--- src/hw/rtl/gaussian_noise_pair_generator_defines.svh ---
// Assertion macros for the gaussian noise pair generator
`ifndef GAUSSIAN_NOISE_PAIR_GENERATOR_DEFINES_SVH
`define GAUSSIAN_NOISE_PAIR_GENERATOR_DEFINES_SVH
`ifndef SYNTH
`define GNPG_ASSERT_IMP(name, clk, rst, ante, cons) \
  name: assert property (@(posedge clk) disable iff (rst) (ante) |-> (cons)) \
    else $error("gnpg: same-cycle check failed");
`define GNPG_ASSERT_NXT(name, clk, rst, ante, cons) \
  name: assert property (@(posedge clk) disable iff (rst) (ante) |=> (cons)) \
    else $error("gnpg: next-cycle check failed");
`else
`define GNPG_ASSERT_IMP(name, clk, rst, ante, cons)
`define GNPG_ASSERT_NXT(name, clk, rst, ante, cons)
`endif
`endif

--- src/hw/rtl/gnpg_pkg.sv ---
// Types, constants and helpers shared by the gaussian noise pair generator
package gnpg_pkg;

  localparam int FB            = 56;
  localparam int LCG_W         = 31;
  localparam int SD_W          = 16;
  localparam int SD_FRAC_BITS  = 8;
  localparam int SAMPLE_W      = 25;
  localparam int THETA_SH      = 29;
  localparam int LN_TERMS      = 26;
  localparam int TRIG_TERMS    = 32;
  localparam int FDIV_STEPS    = 56;
  localparam int SQRT_STEPS    = 32;
  localparam int MUL_PARTS     = 4;
  localparam int DIV_BITS      = 8;
  localparam int QUEUE_DEPTH   = 2;
  localparam int QUEUE_PTR_W   = $clog2(QUEUE_DEPTH);

  localparam logic [LCG_W-1:0] LCG_MUL = 31'd1103515245;
  localparam logic [LCG_W-1:0] LCG_INC = 31'd12345;

  localparam logic [63:0] LN2_Q      = 64'h00B17217F7D1CF79;
  localparam logic [63:0] HALF_PI_Q  = 64'h01921FB54442D184;
  localparam logic [63:0] ONE_Q      = 64'h0100000000000000;
  localparam logic [63:0] SQRT_TOP   = 64'h4000000000000000;
  localparam logic [63:0] SAT_POS    = (64'd1 << (SAMPLE_W - 1)) - 64'd1;
  localparam logic [63:0] SAT_NEG    = 64'd1 << (SAMPLE_W - 1);
  localparam logic [15:0] SD_RESET   = 16'd256;

  typedef enum logic {
    ACT_DRAW = 1'b0,
    ACT_LOAD = 1'b1
  } action_t;

  typedef enum logic {
    REG_STD_DEV_X = 1'b0,
    REG_STD_DEV_Y = 1'b1
  } reg_index_t;

  typedef struct packed {
    logic [LCG_W-1:0] s1;
    logic [LCG_W-1:0] s2;
  } uniform_pair_t;

  typedef enum logic [1:0] {
    F_IDLE,
    F_FIRST,
    F_SECOND
  } front_state_t;

  typedef enum logic [4:0] {
    B_IDLE,
    B_FDIV,
    B_ZSQ,
    B_LN_DIV,
    B_LN_MUL,
    B_LN_WHOLE,
    B_SQRT,
    B_THETA,
    B_TRIG_ACC,
    B_TRIG_MUL,
    B_TRIG_DIV,
    B_QUAD,
    B_X_AMP,
    B_X_SCALE,
    B_Y_AMP,
    B_Y_SCALE,
    B_DONE
  } back_state_t;

  function automatic logic [LCG_W-1:0] lcg_next(input logic [LCG_W-1:0] s);
    // 31-bit arithmetic wraps modulo 2^31
    return s * LCG_MUL + LCG_INC;
  endfunction

endpackage

--- src/hw/rtl/gnpg_fifo.sv ---
// Short queue of uniform pairs between front and back ends
module gnpg_fifo import gnpg_pkg::*; (
  input  logic          clk,
  input  logic          rst,
  input  logic          push,
  input  uniform_pair_t din,
  output logic          ready,
  input  logic          pop,
  output uniform_pair_t dout,
  output logic          valid
);

  uniform_pair_t          slots [QUEUE_DEPTH];
  logic [QUEUE_PTR_W-1:0] wr_ptr, rd_ptr;
  logic [QUEUE_PTR_W:0]   count;

  assign ready = (count != (QUEUE_PTR_W + 1)'(QUEUE_DEPTH));
  assign valid = (count != '0);
  assign dout  = slots[rd_ptr];

  always_ff @(posedge clk) begin
    if (push) begin
      slots[wr_ptr] <= din;
    end
  end

  always_ff @(posedge clk) begin
    if (rst) begin
      wr_ptr <= '0;
      rd_ptr <= '0;
      count  <= '0;
    end else begin
      if (push) begin
        wr_ptr <= (wr_ptr == QUEUE_PTR_W'(QUEUE_DEPTH - 1)) ? '0 : wr_ptr + 1'b1;
      end
      if (pop) begin
        rd_ptr <= (rd_ptr == QUEUE_PTR_W'(QUEUE_DEPTH - 1)) ? '0 : rd_ptr + 1'b1;
      end
      unique case ({push, pop})
        2'b10:   count <= count + 1'b1;
        2'b01:   count <= count - 1'b1;
        default: count <= count;
      endcase
    end
  end

endmodule

--- config.mk ---
export PLATFORM = sky130hd
export DESIGN_NAME = gnpg_fifo
export DESIGN_NICKNAME = d
export VERILOG_FILES = /design/src/hw/rtl/gaussian_noise_pair_generator_defines.svh /design/src/hw/rtl/gnpg_pkg.sv /design/src/hw/rtl/gnpg_fifo.sv
export SDC_FILE = /design/constraint.sdc
export NUM_CORES = 1
export LEC_CHECK = 0
export ABC_AREA = 1
export BUFFER_PORTS_ARGS = -buffer_cell sky130_fd_sc_hd__clkbuf_2
export CORE_ASPECT_RATIO = 1.4
export CORE_MARGIN = 4
export CORE_UTILIZATION = 45
export DETAILED_ROUTE_END_ITERATION = 8
export PLACE_DENSITY = 0.71
export SKIP_CTS_REPAIR_TIMING = 1
export SYNTH_ARGS = -nofsm -noshare
export SYNTH_HDL_FRONTEND = slang
export SYNTH_SLANG_ARGS = --single-unit
--- constraint.sdc ---
create_clock -name clk -period 12.3 [get_ports clk]
set_input_delay 2.46 -clock clk [delete_from_list [all_inputs] [get_ports clk]]
set_output_delay 2.46 -clock clk [all_outputs]
set_load 0.02 [all_outputs]
==> impl_metrics.ini <==
[logic_synthesis]
avgSynthCellArea_sq_um = 22.2
ys_async_sr_fraction_pct = 0
syn_area_sq_um = 5000
ys_seq_area_share_pct = 76.4
ys_seq_elements = 129
synth-edff-count = 124
ys.flop_type = edfxtp_1
yosysTopAreaCell = edfxtp_1
ys_warn_count = 0
yosysMostFrequentCell = edfxtp_1
synth.distinct_cells = 16
syn_nets = 292
synth_top_area_share_pct = 74.4
netlist_top_cells_count = edfxtp_1, mux2_4, nor2_1
synth_area_leaders = edfxtp_1, mux2_4, buf_12, dfxtp_1, nor2_1
synthCells = 225

[timing]
fmaxAchievable_mhz = 219
setup_ws_ns = 7.74
max-slew-margin-rel_pct = 23.7
grt_setup_unrepaired = no
drv_slew = 0
tns_ns = 0
min_period_ns = 4.56
timing.final.crit_share_pct = 37.1
final_hold_viol_count = 0
worstMarginPinSlew_ns = 1.14
worst_clock_skew_ns = 0.00604
finalSetupViolCount = 0

[global_routing]
grt_overflow_total = 0
grt_pass1_vias = 2593
grt_usage_pct = 13.2
antenna_found_initial = 0
grt_pass1_wl_um = 12800
grt_max_degree = 63

[drt]
drc_errors = 0
drtAntennaViolNets = 0
wl_um = 8260
wl_met2_um = 4550
vias_per_cell = 4.62
drt_iter0_drc = 113
wl_met1_um = 2950
wl_per_cell_um = 15.8
top_layer = met4
via_count = 2414
dr.pass1.iters = 4
wl_met3_um = 579

[critical_path]
cp_slowest_cell = dfxtp_4
required_ns = 9.84
cp_slowest_stage_delay_ns = 1.10
crit_type = register to output pin
end_kind = output pin
critPathLaunchType = register
rr_worst_depth = 3
critPathArrivalTime_ns = 2.10
path_max_fanout = 62
crit_chain = mux2_2 > clkbuf_2

[cells_and_area]
diodes = 0
drive_gt1_share_pct = 58.8
post-route-util_pct = 58.0
area_growth_pct = 25.9
fin_nets = 435

[place]
pre_cts_slack_ns = 8.11
place.gp.congestion = 0.677
dp.final_hpwl_um = 5470
io_buffers = 129

[clock_tree]
clock_latency_ns = 0.40
clkTransAtPathRegs_ns = 0.05
cts_tree = yes
clock-sinks = 129
root_buffer = clkbuf_16
clock_path_buffers = 2
htree_levels = 4
cts_made_buffers = 17

[power_and_ir_drop]
leakagePower_nw = 2.57
power.density_nw_per_um2 = 178
ir_drop_v = 0.000107

[flow_run]
drv_cap = 0

[floorplan]
core_sq_um = 10900
initial_core_util_pct = 46.0
num_rows = 45
die_h_um = 133
die_w_um = 97.1
die_area_sq_um = 12900
io_pins = 130

[hold_path]
hold_class = register to register
hold_path_depth = 2

[outcome]
status = finished, final reports clean
final cells by class:
class / count / area [sq um]
clock buffer: 26 / 499
clock inverter: 6 / 80.1
fill: 826 / 4570
inverter: 6 / 22.5
multi-input combinational: 83 / 1030
sequential: 129 / 3830
tap: 141 / 176
timing repair buffer: 131 / 661
cells by family (layout without fill, tap and decap cells):
logic type	after synthesis	count (layout)	synth area share [%]
and+or+nand+nor	17	17	1.40
xor gates and xnor gates	1	1	0.175
buffers and inverters	13	169	3.08
DFF	129	129	76.4
AOI/OAI and AO/OA	2	2	0.200
adders and majority gates	1	1	0.250
muxes	62	62	18.5
path summary, 6_finish.rpt:
kind                               from                     end  slack [ns]
setup reg to reg    wr_ptr$_SDFFE_PP0P_  slots[1][40]$_DFFE_PP_       10.71
hold / removal    count[1]$_SDFFE_PP0P_   count[1]$_SDFFE_PP0P_        0.53
setup / recovery               register                dout[49]        7.74
hold reg to reg   count[1]$_SDFFE_PP0P_   count[1]$_SDFFE_PP0P_        0.53
power by group:
part / total (mW) / switching (mW) / internal [mW] / leakage, nW
logic: 0.120 / 0.0612 / 0.0587 / 1.08
registers: 0.526 / 0.0170 / 0.509 / 1.21
clock network: 0.477 / 0.159 / 0.318 / 0.288
total: 1.12 / 0.237 / 0.886 / 2.57
stage by stage:
step | cells | hold WS (ns) | power, mW | cell area (sq um)
after floorplan | 225 | 0.480 | 0.621 | 5000
after global placement | 490 | 0.493 | 0.654 | 5720
after detailed placement | 490 | 0.507 | 0.658 | 5720
after CTS | 522 | 0.530 | 1.14 | 6300
after global routing | 522 | 0.548 | 1.17 | 6300
final | 522 | 0.529 | 1.12 | 6300
layer usage:
metal,vias up,global-route usage [%]
met3,15,6.33
met4,0,6.48
met5,-,0
li1,1160,-
met2,77,23.2
met1,1162,13.0
state kept, by name, indices dropped and copies added (netlist names), named ones only:
register / count
slots: 124
count: 2
rd_ptr: 1
wr_ptr: 1
critical path: cells and delay by family (launching register included):
| kind | cells | cell delay, ns |
|---|---|---|
| multiplexers | 1 | 0.42 |
| flip-flops | 1 | 1.10 |
| buffers and inverters | 1 | 0.15 |
placed cells by master (no fill, tap or decap):
cell type	synthesis	layout
ha_1	1	1
bufinv_16	0	2
nor3_1	1	1
xnor2_1	1	1
nor2_1	8	7
clkbuf_2	0	129
o21ai_0	1	1
nor2_4	0	1
clkinv_2	0	4
edfxtp_1	124	124
clkbuf_8	0	4
mux2_2	2	2
clkbuf_16	0	17
a21oi_1	1	1
buf_4	0	2
nand2_1	6	6
mux2_4	60	60
inv_1	6	5
nand4_1	1	1
dfxtp_4	0	1
inv_2	0	1
dfxtp_1	5	4
clkbuf_1	0	5
or2_2	1	1
Note: power is estimated with default switching activity, not from simulation.
