## src/hw/rtl/gaussian_noise_pair_generator_defines.svh

```systemverilog
// Assertion macros for the gaussian noise pair generator
`ifndef GAUSSIAN_NOISE_PAIR_GENERATOR_DEFINES_SVH
`define GAUSSIAN_NOISE_PAIR_GENERATOR_DEFINES_SVH
`ifndef SYNTH
`define GNPG_ASSERT_IMP(name, clk, rst, ante, cons) \
  name: assert property (@(posedge clk) disable iff (rst) (ante) |-> (cons)) \
    else $error("gnpg: same-cycle check failed");
`define GNPG_ASSERT_NXT(name, clk, rst, ante, cons) \
  name: assert property (@(posedge clk) disable iff (rst) (ante) |=> (cons)) \
    else $error("gnpg: next-cycle check failed");
`else
`define GNPG_ASSERT_IMP(name, clk, rst, ante, cons)
`define GNPG_ASSERT_NXT(name, clk, rst, ante, cons)
`endif
`endif

```

## src/hw/rtl/gnpg_pkg.sv

```systemverilog
// Types, constants and helpers shared by the gaussian noise pair generator
package gnpg_pkg;

  localparam int FB            = 56;
  localparam int LCG_W         = 31;
  localparam int SD_W          = 16;
  localparam int SD_FRAC_BITS  = 8;
  localparam int SAMPLE_W      = 25;
  localparam int THETA_SH      = 29;
  localparam int LN_TERMS      = 26;
  localparam int TRIG_TERMS    = 32;
  localparam int FDIV_STEPS    = 56;
  localparam int SQRT_STEPS    = 32;
  localparam int MUL_PARTS     = 4;
  localparam int DIV_BITS      = 8;
  localparam int QUEUE_DEPTH   = 2;
  localparam int QUEUE_PTR_W   = $clog2(QUEUE_DEPTH);

  localparam logic [LCG_W-1:0] LCG_MUL = 31'd1103515245;
  localparam logic [LCG_W-1:0] LCG_INC = 31'd12345;

  localparam logic [63:0] LN2_Q      = 64'h00B17217F7D1CF79;
  localparam logic [63:0] HALF_PI_Q  = 64'h01921FB54442D184;
  localparam logic [63:0] ONE_Q      = 64'h0100000000000000;
  localparam logic [63:0] SQRT_TOP   = 64'h4000000000000000;
  localparam logic [63:0] SAT_POS    = (64'd1 << (SAMPLE_W - 1)) - 64'd1;
  localparam logic [63:0] SAT_NEG    = 64'd1 << (SAMPLE_W - 1);
  localparam logic [15:0] SD_RESET   = 16'd256;

  typedef enum logic {
    ACT_DRAW = 1'b0,
    ACT_LOAD = 1'b1
  } action_t;

  typedef enum logic {
    REG_STD_DEV_X = 1'b0,
    REG_STD_DEV_Y = 1'b1
  } reg_index_t;

  typedef struct packed {
    logic [LCG_W-1:0] s1;
    logic [LCG_W-1:0] s2;
  } uniform_pair_t;

  typedef enum logic [1:0] {
    F_IDLE,
    F_FIRST,
    F_SECOND
  } front_state_t;

  typedef enum logic [4:0] {
    B_IDLE,
    B_FDIV,
    B_ZSQ,
    B_LN_DIV,
    B_LN_MUL,
    B_LN_WHOLE,
    B_SQRT,
    B_THETA,
    B_TRIG_ACC,
    B_TRIG_MUL,
    B_TRIG_DIV,
    B_QUAD,
    B_X_AMP,
    B_X_SCALE,
    B_Y_AMP,
    B_Y_SCALE,
    B_DONE
  } back_state_t;

  function automatic logic [LCG_W-1:0] lcg_next(input logic [LCG_W-1:0] s);
    // 31-bit arithmetic wraps modulo 2^31
    return s * LCG_MUL + LCG_INC;
  endfunction

endpackage

```

## src/hw/rtl/gnpg_if.sv

```systemverilog
// Request and result channel interfaces
interface gnpg_req_if import gnpg_pkg::*; ();
  logic             valid;
  logic             ready;
  logic             action;
  logic [LCG_W-1:0] seed_value;

  modport source (output valid, output action, output seed_value, input ready);
  modport sink   (input valid, input action, input seed_value, output ready);
endinterface


```

## src/hw/rtl/gnpg_front.sv

```systemverilog
// Front end: takes request beats, runs the LCG and queues uniform pairs
module gnpg_front import gnpg_pkg::*; (
  input  logic          clk,
  input  logic          rst,
  gnpg_req_if.sink      req,
  input  logic          q_ready,
  output logic          q_push,
  output uniform_pair_t q_pair
);

  front_state_t     state, state_next;
  logic [LCG_W-1:0] lcg_state, lcg_state_next;
  logic [LCG_W-1:0] s1, s1_next;
  logic [LCG_W-1:0] adv;

  always_ff @(posedge clk) begin
    if (rst) begin
      state     <= F_IDLE;
      lcg_state <= '0;
    end else begin
      state     <= state_next;
      lcg_state <= lcg_state_next;
    end
  end

  always_ff @(posedge clk) begin
    s1 <= s1_next;
  end

  always_comb begin
    adv            = lcg_next(lcg_state);
    state_next     = state;
    lcg_state_next = lcg_state;
    s1_next        = s1;
    q_push         = 1'b0;
    req.ready      = 1'b0;
    unique case (state)
      F_IDLE: begin
        req.ready = 1'b1;
        if (req.valid) begin
          if (req.action == ACT_LOAD) begin
            lcg_state_next = req.seed_value;
          end else begin
            state_next = F_FIRST;
          end
        end
      end
      F_FIRST: begin
        lcg_state_next = adv;
        s1_next        = adv;
        state_next     = F_SECOND;
      end
      F_SECOND: begin
        if (q_ready) begin
          q_push         = 1'b1;
          lcg_state_next = adv;
          state_next     = F_IDLE;
        end
      end
      default: state_next = F_IDLE;
    endcase
  end

  assign q_pair.s1 = s1;
  assign q_pair.s2 = adv;

endmodule

```

## src/flat_wrapper.sv

```systemverilog
// flat-port wrapper written by rule: the top's interface ports become plain ports
module gnpg_front_flat import gnpg_pkg::*;
  (clk, rst, q_ready, q_push, q_pair, req_valid, req_action, req_seed_value, req_ready);
  gnpg_req_if req_i ();
  input  logic clk;
  input  logic rst;
  input  logic q_ready;
  output logic q_push;
  output uniform_pair_t q_pair;
  input wire logic [$bits(req_i.valid)-1:0] req_valid;
  input wire logic [$bits(req_i.action)-1:0] req_action;
  input wire logic [$bits(req_i.seed_value)-1:0] req_seed_value;
  output wire logic [$bits(req_i.ready)-1:0] req_ready;
  assign req_i.valid = req_valid;
  assign req_i.action = req_action;
  assign req_i.seed_value = req_seed_value;
  assign req_ready = req_i.ready;
  gnpg_front u_core (.clk(clk), .rst(rst), .req(req_i), .q_ready(q_ready), .q_push(q_push), .q_pair(q_pair));
endmodule
```

## config.mk

```make
export PLATFORM = sky130hd
export DESIGN_NAME = gnpg_front_flat
export DESIGN_NICKNAME = d
export VERILOG_FILES = /design/src/hw/rtl/gaussian_noise_pair_generator_defines.svh /design/src/hw/rtl/gnpg_pkg.sv /design/src/hw/rtl/gnpg_if.sv /design/src/hw/rtl/gnpg_front.sv /design/src/flat_wrapper.sv
export SDC_FILE = /design/constraint.sdc
export NUM_CORES = 1
export LEC_CHECK = 0
export BUFFER_PORTS_ARGS = -buffer_cell sky130_fd_sc_hd__buf_2
export CAP_MARGIN = 20
export CORE_MARGIN = 5
export CORE_UTILIZATION = 50
export CTS_BUF_LIST = sky130_fd_sc_hd__clkbuf_4 sky130_fd_sc_hd__clkbuf_8 sky130_fd_sc_hd__clkbuf_16
export DETAILED_ROUTE_END_ITERATION = 8
export PLACE_DENSITY = 0.81
export SLEW_MARGIN = 20
export SYNTH_ARGS = -nofsm -noshare
export SYNTH_HDL_FRONTEND = slang
export SYNTH_SLANG_ARGS = --single-unit
```

## constraint.sdc

```tcl
create_clock -name clk -period 7.76 [get_ports clk]
set_clock_uncertainty 0.1 [all_clocks]
set_input_delay 1.552 -clock clk [delete_from_list [all_inputs] [get_ports clk]]
set_output_delay 1.552 -clock clk [all_outputs]
set_load 0.05 [all_outputs]
```

==> out/results.ini <==
[run_status]
status=finished with violations
violations=setup timing

[clock_network]
clkTransAtPathRegs_ns=0.07
clock_path_buffers=2
cts_tree=built
htreeDepth=3
clock_latency_ns=0.35
clock-sinks=64
numCtsBuffers=9
cts_root_buffer=clkbuf_16

[final_layout]
n_fill_cell=1539
area_growth_pct=30.2
diodes=0
layout_common_cells=inv_1 (373), fa_1 (164), ha_1 (164), buf_4 (158), buf_2 (82)
drive_above_1_share_pct=30.7
fin_cells=1706
fin_util_pct=65.4
nNetsFinal=1831
layout_commonest_cell=inv_1
stdcell_area_mm2=0.0147

[drt]
vias_per_cell=5.50
vias=9382
wl_per_cell_um=21.5
drt_iter0_markers=838
wl_um=36600
drc_errors=0
firstDrtPassIters=5
antenna_left=0

[placed_design]
hpwl_um=28700
placedCellCount=1666
gp_congestion=1.00
place_ws_ns=-0.271
port_buffers=99
place_area_mm2=0.0132

[setup_path]
worstPathCellList=ha_4, xor2_2, ha_1, a21oi_2, fa_1, fa_1, inv_1, fa_1, fa_1, fa_1, inv_1, fa_1, inv_1, ha_4, a21oi_4, nand4_1, nor2_4, a211oi_2, or3_4, a21oi_4, xor2_2, inv_2, buf_8
critPathLaunchType=register
critPathArrivalTime_ns=6.52
worst_ep_required_time_ns=6.11
crit_path_max_incr_delay_ns=0.52
crit_top_cell=fa_1
cp-end-kind=output port
critPathBufInv=5
path_class=register to output port
cpMaxStageDelayCell=fa_1
path_max_fanout=5
cp_top_family=adder cells

[global_route]
grt_pass1_wl_um=54200
antenna_found_initial=1
grt.total_usage_pct=27.4
grt_pass1_vias=10100
overflow=0
grt_max_degree=47

[timing]
slew_headroom_pct=42.6
min_period_over_period_pct=105
tightest_slew_ns=0.856
finalHoldViolations=0
maxSlewViolCount=0
setup_viol=12
rsz0062_at_grt=yes
min_period_ns=8.17
timing.fmax_mhz=122
setup_slack_ns=-0.409

[floorplanning]
design.die.area_mm2=0.0256
start_util_pct=50.2
placementRows=55
die_h_um=160
die_w_um=160
io_pins=100
core_area_mm2=0.0224

[yosys]
synth.area.top_cells=fa_1 (31%), ha_1 (22%), inv_1 (13%)
synth_seq_cells=64
syn-mean-instance-area_um2=9.72
synth.distinct_cells=52
synth_largest_area_cell=fa_1
async_reset_ff_share_pct=0
synth_nets=1574
netlist_area_mm2=0.0113
synthCells=1160
yosys_warnings=0
synth_flop_cell=dfxtp_1
synth_edf_count=31
synth_top_cell_area_share_pct=31.4
yosysSeqAreaShare_pct=14.1

[min_path]
hold_class=register to register

[job]
cap_violations=0

## state kept, by name, indices dropped and copies added (netlist names)
name	flops
u_core.lcg_state	31
u_core.s1	31
u_core.state	2
## synthesized netlist by cell type (all sizes together) (2+ instances only)
cell and count:
nand2 27, nand4 3, a21boi 2, buf 2, and3 7, and4 2, nand3 6, and2 4
edfxtp 31, a21o 8, dfxtp 33, a221oi 6, o21a 4, a211o 2, o21ai 19, a41o 2
a21oi 35, fa 177, a31oi 7, nor3 9, xor2 17, a41oi 2, o21bai 6, clkbuf 12
xnor2 44, o211ai 3, mux2i 18, a211oi 21, inv 396, ha 201, nand2b 4, nor2 36
## worst paths after layout
check | cells after the start | from | to | slack, ns
setup / recovery | 23 | u_core.lcg_state[7]$_SDFFE_PP0P_ | q_pair[26] | -0.41
hold / removal | 2 | u_core.lcg_state[22]$_SDFFE_PP0P_ | u_core.lcg_state[22]$_SDFFE_PP0P_ | 0.45
setup reg to reg | 24 | u_core.lcg_state[7]$_SDFFE_PP0P_ | u_core.lcg_state[16]$_SDFFE_PP0P_ | 0.92
hold reg to reg | 2 | u_core.lcg_state[22]$_SDFFE_PP0P_ | u_core.lcg_state[22]$_SDFFE_PP0P_ | 0.45
## logic make-up (layout without fill, tap and decap cells)
kind of cell	after synthesis	after routing	synth area share, %
xor gates and xnor gates	61	61	4.74
AOI/OAI and AO/OA	125	125	7.69
and+or+nand+nor	104	104	4.45
buffers and inverters	410	671	13.7
adders and majority gates	378	378	53.7
DFF	64	64	14.1
muxes	18	18	1.60
## repair_timing
action,CTS,global route
hold buffers,0,0
gates resized for setup,122,92
buffers inserted,9,21
endpoints found under the setup margin,15,17
pin swaps,60,56
## stage by stage
step	hold slack [ns]	TNS, ns
2_1_floorplan	0.364	-0.0402
3_3_place_gp	0.434	-0.583
3_5_place_dp	0.454	-0.962
4_1_cts	0.461	-2.14
5_1_grt	0.490	-4.70
6_report	0.454	-2.68
## layer usage
metal	GRT usage, %	share of wire (%)	up-vias
met1	32.2	35	4582
met5	0	0.036	-
met3	5.73	8.4	190
met2	47.3	49	530
li1	-	-	4078
met4	13.9	7.4	2
## layout make-up
class	count	area (um^2)	share of cell area, %
multi-input cells	686	9070	61.8
repair buffers	260	1830	12.5
well taps	285	357	2.43
flip-flops and latches	64	1640	11.2
clock inverters	6	61.3	0.418
clock buffers	9	225	1.53
inverters	396	1490	10.2
## worst reg2reg max path: cells and delay by family (launching register included)
kind | cells | cell delay [ns]
AO/OA/AOI/OAI | 3 | 1.00
XOR/XNOR | 1 | 0.31
adder cells (fa/ha/maj) | 9 | 3.85
buffers and inverters | 9 | 0.87
flip-flops | 1 | 0.38
multiplexers | 1 | 0.06
AND/OR/NAND/NOR | 1 | 0.07
Power is left out: the tool's default activity adds up to more than one toggle a clock period on the data nets, which glitch-free logic cannot reach.
